<file path="config.mk">
export PLATFORM = sky130hd
export DESIGN_NAME = cpcf_ram
export DESIGN_NICKNAME = d
export VERILOG_FILES = /design/src/rtl/core/assert_macros.svh /design/src/rtl/core/cpcf_ram.sv
export SDC_FILE = /design/constraint.sdc
export NUM_CORES = 2
export LEC_CHECK = 0
export BUFFER_PORTS_ARGS = -buffer_cell sky130_fd_sc_hd__buf_2
export CAP_MARGIN = 5
export CORE_ASPECT_RATIO = 0.7
export CORE_MARGIN = 5
export CORE_UTILIZATION = 54
export CTS_CLUSTER_SIZE = 16
export DETAILED_ROUTE_END_ITERATION = 10
export PLACE_DENSITY_LB_ADDON = 0.15
export SLEW_MARGIN = 10
export SYNTH_ARGS = -nofsm -noshare
export SYNTH_HDL_FRONTEND = slang
export SYNTH_SLANG_ARGS = --single-unit
</file>
<file path="constraint.sdc">
create_clock -name clk -period 4.8 [get_ports clk]
set_input_delay 0 -clock clk [delete_from_list [all_inputs] [get_ports clk]]
set_output_delay 0 -clock clk [all_outputs]
set_load 0.005 [all_outputs]
</file>
<file path="src/rtl/core/assert_macros.svh">
// Assertion helpers shared by the RTL. In synthesis builds they expand to nothing.
`ifndef ASSERT_MACROS_SVH
`define ASSERT_MACROS_SVH

`ifndef SYNTHESIS

// The expression must hold at every clock edge outside reset.
`define ASSERT_ALWAYS(lbl, clk, rstn, expr, msg) \
  lbl: assert property (@(posedge clk) disable iff (!rstn) (expr)) else $error(msg);

// The consequent must hold in the same cycle as the antecedent.
`define ASSERT_IMPLIES(lbl, clk, rstn, ante, cons, msg) \
  lbl: assert property (@(posedge clk) disable iff (!rstn) (ante) |-> (cons)) else $error(msg);

// The consequent must hold in the cycle after the antecedent.
`define ASSERT_NEXT(lbl, clk, rstn, ante, cons, msg) \
  lbl: assert property (@(posedge clk) disable iff (!rstn) (ante) |=> (cons)) else $error(msg);

`else

`define ASSERT_ALWAYS(lbl, clk, rstn, expr, msg)
`define ASSERT_IMPLIES(lbl, clk, rstn, ante, cons, msg)
`define ASSERT_NEXT(lbl, clk, rstn, ante, cons, msg)

`endif

`endif

</file>
<file path="src/rtl/core/cpcf_ram.sv">
// ----------------------------------------------------------------------------
// cpcf_ram
// Generic single-write, single-read RAM with a registered read port.
// ----------------------------------------------------------------------------
module cpcf_ram #(
  parameter int WIDTH = 32,
  parameter int DEPTH = 64,
  localparam int AW = (DEPTH > 1) ? $clog2(DEPTH) : 1
) (
  input  logic             clk,
  input  logic             wr_en,
  input  logic [AW-1:0]    wr_addr,
  input  logic [WIDTH-1:0] wr_data,
  input  logic             rd_en,
  input  logic [AW-1:0]    rd_addr,
  output logic [WIDTH-1:0] rd_data
);

  logic [WIDTH-1:0] mem [DEPTH];
  logic [WIDTH-1:0] rd_data_r;

  always_ff @(posedge clk) begin
    if (wr_en) begin
      mem[wr_addr] <= wr_data;
    end
    if (rd_en) begin
      rd_data_r <= mem[rd_addr];
    end
  end

  assign rd_data = rd_data_r;

endmodule

</file>
# --- Yosys cells after proc, flatten, opt, wreduce, memory -nomap -nowiden ---
# Memories as Yosys holds them, arrays and structs flattened. A register that Yosys moved wholly into a read port is not among the register bits.
# Index checks and enable logic that the tools add are counted.
word_totals:
  wordCells: 3
  reg_bits: 0
  memories: 1
  input_bits: 47
  ramBits: 2048
classes:
  mux: 2
mem_list:
  columns: ["name", "depth", "word_bits", "rd", "rd_clocked_by_memory_dff", "wr", "line_no", "rtl"]
  rows:
  - ["mem", 64, 32, 1, 1, 1, "cpcf_ram.sv:19", "logic [WIDTH-1:0] mem [DEPTH];"]
op_table:
  columns: ["op", "count"]
  rows:
  - ["2-to-1 mux 1 bit", 2]

# --- Longest topological paths before layout ---
depth:
  word_depth: 2
  mapped_depth: 10

# --- Least setup slack after synthesis ---
# Ideal clock, no wire load.
synth_path:
  path_type: "input-to-reg"
  from: "input port wr_addr[3]"
  to: "memory mem[48][0] (enable)"
  path_slack_ns: 1.640
  arrival_ns: 2.699
  cell_stages: 4
  setup_ns: 0.461
  required_ns: 4.339
  cell_sequence: "clkbuf_1 nor2b_1 nand4b_1 nor3_1"
synth_rtl:
  columns: ["element", "line_no", "rtl"]
  rows:
  - ["start: declaration", "cpcf_ram.sv:12", "input logic [AW-1:0] wr_addr,"]
  - ["end: declaration", "cpcf_ram.sv:19", null]
# No word-level cell before the write port.

# --- Final worst setup path ---
layout_path:
  from: "input port wr_addr[2]"
  to: "memory mem[21][22] (enable)"
# No word-level cell before the write port.

==> results.cfg <==
[global_routing]
grt.total_usage_pct = 26.2
grt_pass1_wl_mm = 284
grt_max_degree = 85
antenna_found_initial = 12
gr-total-overflow = 0
first_global_vias = 38000

[floorplan]
die_w_um = 467
fp.dieH_um = 330
num_rows = 117
coreArea_um2 = 145000
initial_core_util_pct = 54.3
ios = 79
dieArea_um2 = 154000

[drt]
drt_pass1_iterations = 5
wl_per_cell_um = 35.0
route.vias.total = 37400
drt-total-wl_mm = 199
ant_nets = 0
vias_per_cell = 6.58
drc = 0
drtIter0Drc = 4843

[finish]
nets = 3606
drive_above_1_share_pct = 28.6
nFillCells = 9882
synthToLayoutAreaGrowth_pct = 12.4

[synthesis]
syn_area_um2 = 78800
synthTopCellsByArea = edfxtp_1 79%, mux4_2 16%, mux2i_1 1.2%
synth_cells = 3324
synthArstFlopShare_pct = 0
yosysTopAreaCell = edfxtp_1
yosysSeqAreaShare_pct = 79.2
synth.top_cell.area_share_pct = 79.2
syn-num-nets = 3371
synth_cell_type_count = 33
synth_ff_type = edfxtp_1
ys_warn_count = 0
synth.avg_cell_area_um2 = 23.7
synth-seq-cells = 2080
synth-edff-count = 2080
synth_most_common_cell = edfxtp_1
synth_common_cells = 2080 x edfxtp_1, 544 x mux4_2, 137 x nor2_1

[clock_tree]
clock-root-buffer = clkbuf_16
cts_num_sinks = 2080
numCtsBuffers = 184
postCtsSetupRepairBufs = 0
hold_buffers = 36
cts_tree = yes
cts_resized = 0
htree_levels = 4
clk_pin_slew_worst_paths_ps = 60
clockBufferDepth = 3
clk_latency_ps = 810

[place]
dpl.hpwl_mm = 114
place.gp.congestion = 0.778
portBuffers = 78

[worst_hold_path]
holdCritPathClass = in -> reg
hold_start = wr_data[8]

[critical_path]
end_kind = flop
crit_path_start_kind = input port
slowest_delay_ps = 940
crit_type = in -> reg
reg2reg_from = mem[37][4]
required_ps = 5240
crit_fanout = 17
rr_worst_depth = 5
slowest_stage = nor2_4
critPathLaunch = wr_addr[2]
path_cells = dlygate4sd3_1 -> buf_2 -> nor2b_1 -> nand3_1 -> nor2_4 -> buf_4
reg2reg_to = rd_data[4]
r2r_slack_ps = 2450
crit_arrival_ps = 3280
crit_path_end = mem[21][22]

[timing]
max_slew_margin_pct = 16.9
fin_crit_sh_pct = 59.1
drv_slew = 0
max_freq_ghz = 0.353
setup_viol = 0
rsz0062_at_grt = no
min_period_ps = 2840
tightest_slew_ps = 1250
skew_ps = 29.1
hold_viol = 0
fin_tns_setup_ps = 0

[power]
switchingPower_w = 0.00759
p_seq_share_pct = 55.4
power_frac_comb_pct = 4.8
clkPwrFrac_pct = 39.8
p_leak_nw = 27.4
p_int_w = 0.0289
switching_share_pct = 20.8
power.density_nw_per_um2 = 412
power_w = 0.0365
max-vdd-ir-drop_mv = 0.336

[flow_run]
maxCapViolCount = 0

[outcome]
outcome = complete, no violations
[state kept, by name, indices dropped and copies added, names as in the netlist]
signal   count
mem       2048
rd_data     32
[routing by layer]
metal / share of wire [%] / global-route usage [%] / vias up
met5: 0.022 / 0 / -
met4: 2.4 / 7.10 / 8
met3: 9.1 / 5.05 / 289
met2: 47 / 39.8 / 1985
met1: 42 / 40.0 / 20300
li1: - / - / 14800
[worst min-delay path by stage]
stage | end | cells after the start
after global placement | rd_data[3] | 1
after detailed placement | rd_data[3] | 1
after CTS | mem[10][8] | 1
final | mem[4][8] | 1
after global routing | mem[10][8] | 1
after floorplan | mem[0][0] | 0
[power by group through the flow]
| stage | combinational, W | clock, W | sequential, W |
|---|---|---|---|
| finish | 0.00176 | 0.0145 | 0.0202 |
| global route | 0.00187 | 0.0155 | 0.0202 |
| CTS | 0.00178 | 0.0147 | 0.0202 |
| detailed placement | 0.00174 | 0 | 0.0206 |
| global placement | 0.00170 | 0 | 0.0206 |
| floorplan | 0.000979 | 0 | 0.0206 |
[placed cells by master, fill, tap and decap left out, drive strengths merged, types with 3 or more instances in the layout]
cell / n
buf: 195
or3: 3
nand2b: 8
nor3: 7
dlygate4sd3: 36
mux4: 544
nand3: 5
a41o: 4
a21oi: 62
o221ai: 27
or3b: 5
o32ai: 4
and3: 4
clkinv: 77
a311oi: 8
nor2: 137
clkbuf: 232
a22oi: 12
or2: 3
bufinv: 16
clkinvlp: 4
edfxtp: 2080
inv: 6
o22ai: 84
nand2: 26
nand3b: 5
mux2i: 93
nor2b: 15
diode: 8
[stage by stage]
stage / instances / utilization (%) / worst slack (ps) / instance area [um2] / hold WS [ps]
detailed placement: 5299 / 56.7 / 1330 / 82400 / 404
finish: 5679 / 61.0 / 1960 / 88600 / 30.6
CTS: 5670 / 61.0 / 2090 / 88600 / 0.198
floorplan: 3324 / - / 1640 / 78800 / 98.9
global placement: 5299 / 56.7 / 1390 / 82400 / 407
global route: 5675 / 61.0 / 1910 / 88600 / 69.3
[critical path: cells and delay by family]
family                 cells  cell delay (ps)
and+or+nand+nor            3             1860
buffers and inverters      3             1400
[cell families after synthesis]
| logic type | share of synthesized area (%) |
|---|---|
| and+or+nand+nor | 1.26 |
| DFF | 79.2 |
| AOI/OAI and AO/OA | 1.67 |
| buffers and inverters | 1.12 |
| muxes | 16.7 |
[area by class of cell]
class | instances | area (um2) | area share [%]
clock inverters | 103 | 932 | 1.05
flip-flops and latches | 2080 | 62500 | 70.5
repair buffers | 231 | 1860 | 2.10
multi-input cells | 1062 | 16000 | 18.0
well taps | 1963 | 2460 | 2.77
clock buffers | 232 | 4910 | 5.54
diodes | 8 | 20.0 | 0.0226
(Power assumes the default switching activity.)
