[src/rtl/core/assert_macros.svh]
// Assertion helpers shared by the RTL. In synthesis builds they expand to nothing.
`ifndef ASSERT_MACROS_SVH
`define ASSERT_MACROS_SVH

`ifndef SYNTHESIS

// The expression must hold at every clock edge outside reset.
`define ASSERT_ALWAYS(lbl, clk, rstn, expr, msg) \
  lbl: assert property (@(posedge clk) disable iff (!rstn) (expr)) else $error(msg);

// The consequent must hold in the same cycle as the antecedent.
`define ASSERT_IMPLIES(lbl, clk, rstn, ante, cons, msg) \
  lbl: assert property (@(posedge clk) disable iff (!rstn) (ante) |-> (cons)) else $error(msg);

// The consequent must hold in the cycle after the antecedent.
`define ASSERT_NEXT(lbl, clk, rstn, ante, cons, msg) \
  lbl: assert property (@(posedge clk) disable iff (!rstn) (ante) |=> (cons)) else $error(msg);

`else

`define ASSERT_ALWAYS(lbl, clk, rstn, expr, msg)
`define ASSERT_IMPLIES(lbl, clk, rstn, ante, cons, msg)
`define ASSERT_NEXT(lbl, clk, rstn, ante, cons, msg)

`endif

`endif

[src/rtl/core/cpcf_pkg.sv]
// ----------------------------------------------------------------------------
// cpcf_pkg
// Types and constants shared by the circle pair collision finder modules.
// ----------------------------------------------------------------------------
package cpcf_pkg;

  localparam int COORD_W = 16;  // signed centre coordinate
  localparam int RAD_W   = 16;  // unsigned radius
  localparam int IDX_W   = 6;   // reported entry index
  localparam int CNT_W   = 7;   // set count and sweep counter
  localparam int LIMIT_W = 6;   // pair limit and hit count
  localparam int MODE_W  = 2;
  localparam int CFG_W   = 2;
  localparam int ENTRY_W = 2 * COORD_W;  // {y, x} per memory entry
  localparam int RSQ_W   = 2 * (RAD_W + 1);

  localparam logic [MODE_W-1:0] MODE_LOAD_A = 2'd0;
  localparam logic [MODE_W-1:0] MODE_LOAD_B = 2'd1;
  localparam logic [MODE_W-1:0] MODE_RUN    = 2'd2;

  localparam logic [CFG_W-1:0] CFG_RADIUS_A   = 2'd0;
  localparam logic [CFG_W-1:0] CFG_RADIUS_B   = 2'd1;
  localparam logic [CFG_W-1:0] CFG_PAIR_LIMIT = 2'd2;

  localparam logic [LIMIT_W-1:0] PAIR_LIMIT_RST = 6'd63;

  typedef enum logic {
    ST_IDLE,
    ST_RUN
  } state_t;

  // Control from the run sequencer to the pair sweep.
  typedef struct packed {
    logic             start;
    logic             stop;
    logic             adv;
    logic [CNT_W-1:0] na;
    logic [CNT_W-1:0] nb;
  } sweep_ctl_t;

  // Status from the pair sweep back to the run sequencer.
  typedef struct packed {
    logic             hit;
    logic [IDX_W-1:0] ia;
    logic [IDX_W-1:0] ib;
    logic             busy;
  } sweep_stat_t;

endpackage

[src/rtl/core/cpcf_sweep.sv]
// ----------------------------------------------------------------------------
// cpcf_sweep
// Row-major pair sweep: issues one A/B read pair per cycle unless stalled and runs the
// squared distance test through a short stall-able pipeline.
// ----------------------------------------------------------------------------
`include "assert_macros.svh"

module cpcf_sweep #(
  parameter int ADDR_W = 6
) (
  input  logic                          clk,
  input  logic                          rst_n,
  input  cpcf_pkg::sweep_ctl_t          ctl,
  input  logic [cpcf_pkg::RAD_W-1:0]    radius_a,
  input  logic [cpcf_pkg::RAD_W-1:0]    radius_b,
  output logic                          rd_en,
  output logic [ADDR_W-1:0]             rd_addr_a,
  output logic [ADDR_W-1:0]             rd_addr_b,
  input  logic [cpcf_pkg::ENTRY_W-1:0]  rd_data_a,
  input  logic [cpcf_pkg::ENTRY_W-1:0]  rd_data_b,
  output cpcf_pkg::sweep_stat_t         stat
);

  localparam int CW = cpcf_pkg::COORD_W;
  localparam int SQ_W = 2 * CW;

  logic                         issuing_r;
  logic [cpcf_pkg::CNT_W-1:0]   i_r, j_r, na_r, nb_r;
  logic                         s1_vld_r, s2_vld_r, s3_vld_r;
  logic [cpcf_pkg::IDX_W-1:0]   s1_ia_r, s1_ib_r, s2_ia_r, s2_ib_r, s3_ia_r, s3_ib_r;
  logic [CW-1:0]                magx_r, magy_r;
  logic [SQ_W-1:0]              sqx_r, sqy_r;
  logic [cpcf_pkg::RSQ_W-1:0]   rsq_r;

  logic [CW-1:0]                magx_nxt, magy_nxt;
  logic [SQ_W-1:0]              sqx_nxt, sqy_nxt;
  logic [cpcf_pkg::RSQ_W-1:0]   rsq_nxt;
  logic [cpcf_pkg::RAD_W:0]     rsum;
  logic [SQ_W:0]                d2;
  logic                         row_end, col_end;

  // Magnitude of a coordinate difference always fits the coordinate width.
  function automatic logic [CW-1:0] abs_diff(input logic [CW-1:0] p,
                                             input logic [CW-1:0] q);
    logic signed [CW:0] d;
    logic signed [CW:0] m;
    d = $signed({p[CW-1], p}) - $signed({q[CW-1], q});
    m = d[CW] ? -d : d;
    return m[CW-1:0];
  endfunction

  assign rd_en     = ctl.adv;
  assign rd_addr_a = ADDR_W'(i_r);
  assign rd_addr_b = ADDR_W'(j_r);

  assign col_end = (j_r + cpcf_pkg::CNT_W'(1)) == nb_r;
  assign row_end = (i_r + cpcf_pkg::CNT_W'(1)) == na_r;

  always_comb begin
    magx_nxt = abs_diff(rd_data_b[CW-1:0], rd_data_a[CW-1:0]);
    magy_nxt = abs_diff(rd_data_b[2*CW-1:CW], rd_data_a[2*CW-1:CW]);
    sqx_nxt  = SQ_W'(magx_r) * SQ_W'(magx_r);
    sqy_nxt  = SQ_W'(magy_r) * SQ_W'(magy_r);
    rsum     = (cpcf_pkg::RAD_W + 1)'(radius_a) + (cpcf_pkg::RAD_W + 1)'(radius_b);
    rsq_nxt  = cpcf_pkg::RSQ_W'(rsum) * cpcf_pkg::RSQ_W'(rsum);
    d2       = (SQ_W + 1)'(sqx_r) + (SQ_W + 1)'(sqy_r);
  end

  // Control: issue counters and stage valids.
  always_ff @(posedge clk) begin
    if (!rst_n) begin
      issuing_r <= 1'b0;
      s1_vld_r  <= 1'b0;
      s2_vld_r  <= 1'b0;
      s3_vld_r  <= 1'b0;
      i_r       <= '0;
      j_r       <= '0;
      na_r      <= '0;
      nb_r      <= '0;
    end else if (ctl.stop) begin
      issuing_r <= 1'b0;
      s1_vld_r  <= 1'b0;
      s2_vld_r  <= 1'b0;
      s3_vld_r  <= 1'b0;
    end else if (ctl.start) begin
      issuing_r <= (ctl.na != '0) && (ctl.nb != '0);
      i_r       <= '0;
      j_r       <= '0;
      na_r      <= ctl.na;
      nb_r      <= ctl.nb;
    end else if (ctl.adv) begin
      s1_vld_r <= issuing_r;
      s2_vld_r <= s1_vld_r;
      s3_vld_r <= s2_vld_r;
      if (issuing_r) begin
        if (col_end) begin
          j_r <= '0;
          if (row_end) begin
            issuing_r <= 1'b0;
          end else begin
            i_r <= i_r + cpcf_pkg::CNT_W'(1);
          end
        end else begin
          j_r <= j_r + cpcf_pkg::CNT_W'(1);
        end
      end
    end
  end

  // Datapath stages; they hold while the result side is stalled.
  always_ff @(posedge clk) begin
    rsq_r <= rsq_nxt;
    if (ctl.adv) begin
      s1_ia_r <= i_r[cpcf_pkg::IDX_W-1:0];
      s1_ib_r <= j_r[cpcf_pkg::IDX_W-1:0];
      s2_ia_r <= s1_ia_r;
      s2_ib_r <= s1_ib_r;
      magx_r  <= magx_nxt;
      magy_r  <= magy_nxt;
      s3_ia_r <= s2_ia_r;
      s3_ib_r <= s2_ib_r;
      sqx_r   <= sqx_nxt;
      sqy_r   <= sqy_nxt;
    end
  end

  assign stat.hit  = s3_vld_r && (cpcf_pkg::RSQ_W'(d2) <= rsq_r);
  assign stat.ia   = s3_ia_r;
  assign stat.ib   = s3_ib_r;
  assign stat.busy = issuing_r || s1_vld_r || s2_vld_r || s3_vld_r;

  `ASSERT_IMPLIES(a_issue_in_range, clk, rst_n, issuing_r, (i_r < na_r) && (j_r < nb_r), "sweep index beyond run counts")
  `ASSERT_NEXT(a_idle_stays_idle, clk, rst_n, !stat.busy && !ctl.start, !stat.busy, "sweep became busy without a start")

endmodule

[config.mk]
export PLATFORM = sky130hd
export DESIGN_NAME = cpcf_sweep
export DESIGN_NICKNAME = d
export VERILOG_FILES = /design/src/rtl/core/cpcf_pkg.sv /design/src/rtl/core/cpcf_sweep.sv
export VERILOG_INCLUDE_DIRS = /design/src /design/src/rtl/core
export SDC_FILE = /design/constraint.sdc
export NUM_CORES = 2
export LEC_CHECK = 0
export BUFFER_PORTS_ARGS = -buffer_cell sky130_fd_sc_hd__buf_2
export CAP_MARGIN = 25
export CORE_MARGIN = 1.5
export CORE_UTILIZATION = 55
export CTS_BUF_LIST = sky130_fd_sc_hd__clkbuf_16
export DETAILED_ROUTE_END_ITERATION = 8
export PLACE_DENSITY_LB_ADDON = 0.05
export REMOVE_ABC_BUFFERS = 1
export SKIP_LAST_GASP = 1
export SLEW_MARGIN = 10
export SYNTH_ARGS = -nofsm -noshare
export SYNTH_HDL_FRONTEND = slang
export SYNTH_SLANG_ARGS = --single-unit
[constraint.sdc]
create_clock -name clk -period 7.5 [get_ports clk]
set_clock_uncertainty 0.1 [all_clocks]
set_input_delay 0.75 -clock clk [delete_from_list [all_inputs] [get_ports clk]]
set_output_delay 0.75 -clock clk [all_outputs]
set_load 0.02 [all_outputs]
# Word level (Yosys, flattened, before mapping)

Cells that the tools add are included.

Register bits after elaboration: 198
Input bits: 115
Output and inout port bits: 27
Word-level logic and storage cells: 68

Add/subtract/negate cells: 8
Reductions and logical operators: 15
Bitwise logic cells: 3
Magnitude comparators: 1
Equality and inequality tests: 3
Muxes and demuxes: 16
Multiply operators: 3

Operator list:

| cell                                                           | count |
|---|---|
| 16-bit by 16-bit multiplier with 32-bit output                 | 2 |
| 7-bit two-way mux                                              | 9 |
| 33-bit by 34-bit <= comparator with 1-bit output               | 1 |
| 17-bit by 17-bit multiplier with 34-bit output                 | 1 |
| 16-bit by 16-bit subtractor with 17-bit output                 | 2 |
| 32-bit by 32-bit adder with 33-bit output                      | 1 |
| 16-bit two-way mux                                             | 2 |
| 16-bit negation                                                | 2 |
| 16-bit by 16-bit adder with 17-bit output                      | 1 |
| 7-bit by 1-bit adder with 7-bit output (second input constant) | 2 |
| 7-bit equality test                                            | 2 |
| 7-bit nonzero test                                             | 2 |
| 2-bit nonzero test                                             | 3 |
| 1-bit two-way mux                                              | 5 |
| 5-bit AND reduction                                            | 1 |
| 2-bit AND reduction                                            | 2 |
| 1-bit logical OR                                               | 3 |
| 1-bit inverter                                                 | 3 |
| 3-bit AND reduction                                            | 1 |
| 1-bit logical AND                                              | 2 |
| 2-bit inequality test (second input constant)                  | 1 |
| 2-bit OR reduction                                             | 1 |

# Longest topological paths before layout

Word-level depth: 7
Depth in mapped cells: 33
Mapped depth without buffers: 32

# Worst setup path after synthesis

Ideal clock, no wire load.

Path type: input-to-reg
From: in radius_a[1] in the netlist's numbering
To: reg rsq_r[33] in the netlist's numbering
Buffers on the path: 1
Arrival time: 7.974 ns
Data required time: 7.280 ns
Path slack: -0.694 ns
Stages on the path: 31
Library setup time: 0.120 ns
Path through: ha_1 -> a21o_1 -> a21o_1 -> a2111oi_2 -> o21ai_0 -> a41oi_1 -> o21bai_1 -> a21oi_1 -> xor2_2 -> inv_1 -> buf_2 -> nand2_1 -> fa_1 -> fa_1 -> fa_1 -> inv_1 -> fa_1 -> fa_1 -> inv_1 -> fa_1 -> inv_1 -> ha_1 -> a21oi_1 -> nor2_1 -> nor2_1 -> o21ai_0 -> o31ai_1 -> a211oi_1 -> a211o_1 -> a21o_1 -> xnor2_1

Longest elaborated chain between the ends: 2

Ends and longest elaborated chain:

| item                                           | line              | text |
|---|---|---|
| start, declared                                | cpcf_sweep.sv:14  | `input logic [cpcf_pkg::RAD_W-1:0] radius_a,` |
| 16-bit by 16-bit adder with 17-bit output      | cpcf_sweep.sv:64  | `rsum = (cpcf_pkg::RAD_W + 1)'(radius_a) + (cpcf_pkg::RAD_W + 1)'(radius_b);` |
| 17-bit by 17-bit multiplier with 34-bit output | cpcf_sweep.sv:65  | `rsq_nxt = cpcf_pkg::RSQ_W'(rsum) * cpcf_pkg::RSQ_W'(rsum);` |
| net rsq_nxt, one bit                           | cpcf_sweep.sv:37  | `logic [cpcf_pkg::RSQ_W-1:0] rsq_nxt;` |
| end signal, assigned                           | cpcf_sweep.sv:112 | `rsq_r <= rsq_nxt;` |
| end, declared                                  | cpcf_sweep.sv:33  | `logic [cpcf_pkg::RSQ_W-1:0] rsq_r;` |

The timed path passes the listed nets, and every way through them passes these cells.
A chain may end at the register's enable or synchronous reset.

# Worst setup path after layout

From: in radius_b[1] in the netlist's numbering
To: reg rsq_r[30] in the netlist's numbering

Longest elaborated chain between the ends: 2

Ends and longest elaborated chain:

| item                                           | line             | text |
|---|---|---|
| start, declared                                | cpcf_sweep.sv:15 | `input logic [cpcf_pkg::RAD_W-1:0] radius_b,` |
| 16-bit by 16-bit adder with 17-bit output      | cpcf_sweep.sv:64 |  |
| 17-bit by 17-bit multiplier with 34-bit output | cpcf_sweep.sv:65 |  |
| net rsq_nxt, one bit                           | cpcf_sweep.sv:37 |  |

The timed path passes the listed nets, and every way through them passes these cells.

==> metrics.md <==
| Metric | Value |
|---|---|
| Pre-antenna DRT Iters | 8 |
| Reg2reg start | magy_r[2] |
| Outcome | complete, no violations |
| Antenna diode count | 0 |
| Kind of critical path | in2reg |
| # DRC | 0 |
| Aggregate global routing overflow | 0 |
| Reg2reg path depth | 22 |
| CP startpoint | radius_b[1] |
| Final antenna-violating net count | 0 |
| Cells after synthesis | 3660 |
| Root buf cell | clkbuf_16 |
| Setup crit start kind | input pin |
| Synthesized cell area | 0.0339 mm² |
| Routed vias | 25.5k |
| Max Slew Vio Count | 0 |
| Hold WS | 0.324 ns |
| Final design utilization | 0.637 |
| CTS Buffer Depth | 2 |
| Max stage delay on crit path | 0.59 ns |
| Yosys Warn Count | 0 |
| Crit path arrival time | 7.75 ns |
| Crit path time final | 7.47 ns |
| Clock-pin slew on the worst setup and hold paths | 0.08 ns |
| Clock insertion delay at the later pin of the skew report | 0.50 ns |
| Syn avg cell area | 9.26 µm² |
| Slowest-stage cell, CP | fa_2 |
| Initial antenna violation count | 1 |
| Slew margin rel. | 0.417 |
| Initial core utilization | 0.559 |
| Worst-Margin Slew | 0.872 ns |
| Post-synthesis cell type count | 71 |
| DIE WIDTH | 251 µm |
| Die height | 251 µm |
| Hold Path Class | reg2reg |
| Synth Flop Type | edfxtp_1 |
| Clk sinks | 195 |
| Tcrit/Tclk final | 0.996 |
| Vias per cell | 5.31 |
| Row cnt | 90 |
| GR Util All Layers | 0.254 |
| Final hold viol count | 0 |
| Fill cell count | 5162 |
| Core area | 0.0607 mm² |
| Hpwl dp | 65200 µm |
| Post-synth EDFFs | 130 |
| Share of cells above drive strength 1 | 0.146 |
| WL final | 76800 µm |
| Post-synth top area share | 0.308 |
| # Max-Cap Violations | 0 |
| Fmax | 134 MHz |
| I/O Buffers | 141 |
| Initial DRC Count | 1244 |
| RSZ-0062 raised after global routing | yes |
| CTS tree | done |
| Largest area contributor in the netlist | fa_1 |
| Area growth from synthesis to layout | 14.0% |
| Placed cells | 4737 |
| R2r endpoint | sqy_r[28] |
| Number of global-route vias before repair | 27.0k |
| GP Congestion | 0.949 |
| Count of boundary I/O pins | 142 |
| WL/cell | 16.0 µm |
| Nets@finish | 5057 |
| Worst Hold Path Cells | 0 |
| Post-synth ARST share | 0 |
| #FFs+latches synth | 195 |
| R2R Setup Slk | 0.46 ns |
| Cell Count, Final, Fillers Out | 4799 |
| H-tree depth | 4 |
| Final setup violation count | 0 |
| Die Area | 0.0631 mm² |
| Required time of the critical path | 7.78 ns |
| HP Start | s2_ia_r[2] |
| Largest net degree at the start of global routing | 61 |
| Sequential area share after synthesis | 0.154 |
| Worst setup EP type | register |
| Hold endpoint | s3_ia_r[2] |
| CTS Buf Count | 17 |
| First-pass GRT wire length | 129000 µm |
| Crit Path Max Fanout | 4 |
| Synth top area cells | fa_1, ha_1, edfxtp_1 |
area by class of cell:
type | instances | area (µm²) | share of cell area
well taps | 782 | 978 | 0.0253
clock buffers | 17 | 425 | 0.0110
inverters | 844 | 3170 | 0.0819
flip-flops and latches | 195 | 5200 | 0.135
clock inverters | 15 | 241 | 0.00625
repair buffers | 411 | 2860 | 0.0740
multi-input cells | 2535 | 25800 | 0.667
kinds of logic after synthesis:
| group | synth area share |
|---|---|
| adder cells (fa/ha/maj) | 0.462 |
| AO/OA/AOI/OAI | 0.0980 |
| flip-flops | 0.154 |
| multiplexers | 0.00432 |
| buffers and inverters | 0.105 |
| XOR/XNOR | 0.0566 |
| AND/OR/NAND/NOR | 0.121 |
synth_stat cells (4+ instances only):
library cell,count
a2111oi_0,6
a211o_1,5
a211oi_1,16
a21boi_0,26
a21o_1,74
a21oi_1,149
a221oi_1,4
a22oi_1,4
a311oi_1,4
a31oi_1,22
a41oi_1,4
and2_1,120
and3_1,23
buf_4,13
clkbuf_1,70
dfxtp_1,65
edfxtp_1,130
fa_1,522
ha_1,416
inv_1,843
mux2_2,5
mux2i_1,9
nand2_1,305
nand2b_1,24
nand3_1,45
nand4_1,21
nor2_1,194
nor2b_1,39
nor3_1,35
nor3b_1,8
nor4_1,10
o211ai_1,11
o21a_1,33
o21ai_0,75
o21bai_1,26
o31a_1,8
o31ai_1,11
or2_2,10
or3_1,16
or4_1,4
xnor2_1,139
xnor3_1,4
xor2_1,68
how the worst max path moves through the flow:
stage	endpoint	slack, ns	cells past startpoint
after global placement	rsq_r[27]	-0.88	34
after CTS	rsq_r[30]	0.008	34
after global routing	rsq_r[30]	-0.20	34
after detailed placement	rsq_r[33]	-1.03	32
final	rsq_r[30]	0.03	29
after floorplan	rsq_r[33]	-0.80	28
layer usage:
layer | vias up | track usage | share of wire
li1 | 12300 | - | -
met1 | 12600 | 0.338 | 0.44
met2 | 547 | 0.431 | 0.48
met3 | 111 | 0.0448 | 0.055
met4 | 2 | 0.0654 | 0.023
met5 | - | 0 | 0.00012
sequential cells by signal, summed over array words and instances (netlist names), 6 cells and up:
register and cells:
rsq_r 33, sqx_r 31, sqy_r 31, magx_r 16, magy_r 16, i_r 7, j_r 7, na_r 7
nb_r 7, s1_ia_r 6, s1_ib_r 6, s2_ia_r 6, s2_ib_r 6, s3_ia_r 6, s3_ib_r 6
per-stage QoR:
| step | setup TNS (ns) | worst slack (ns) | area, µm² |
|---|---|---|---|
| finish | 0 | 0.0299 | 38700 |
| global route | -1.25 | -0.205 | 38700 |
| CTS | 0 | 0.00777 | 37800 |
| detailed placement | -12.66 | -1.03 | 37000 |
| global placement | -10.64 | -0.880 | 37000 |
| floorplan | -5.67 | -0.798 | 33500 |
worst max-delay path: cells and delay by family:
family | cells | cell delay, ns
adder cells (fa/ha/maj) | 8 | 3.56
AO/OA/AOI/OAI | 13 | 2.56
buffers and inverters | 5 | 0.47
AND/OR/NAND/NOR | 2 | 0.30
XOR/XNOR | 1 | 0.11
cells in the final DEF, fill, tap and decap left out, types with 66 or more instances in the layout:
cell / netlist / layout
nand2_1: 305 / 291
edfxtp_1: 130 / 130
buf_2: 3 / 136
o21ai_0: 75 / 66
a21o_1: 74 / 74
nor2_1: 194 / 184
ha_1: 416 / 404
buf_4: 13 / 254
xnor2_1: 139 / 134
a21oi_1: 149 / 135
and2_1: 120 / 120
inv_1: 843 / 826
fa_1: 522 / 507
repair_timing:
item / in CTS / in global routing
buffers inserted: 1 / 31
gates cloned: 0 / 0
hold buffers: 0 / 0
endpoints found under the setup margin: 12 / 14
gates resized for setup: 27 / 138
pin swaps: 7 / 105
Power is left out: the tool's default activity adds up to more than one toggle a clock period on the data nets, which glitch-free logic cannot reach.
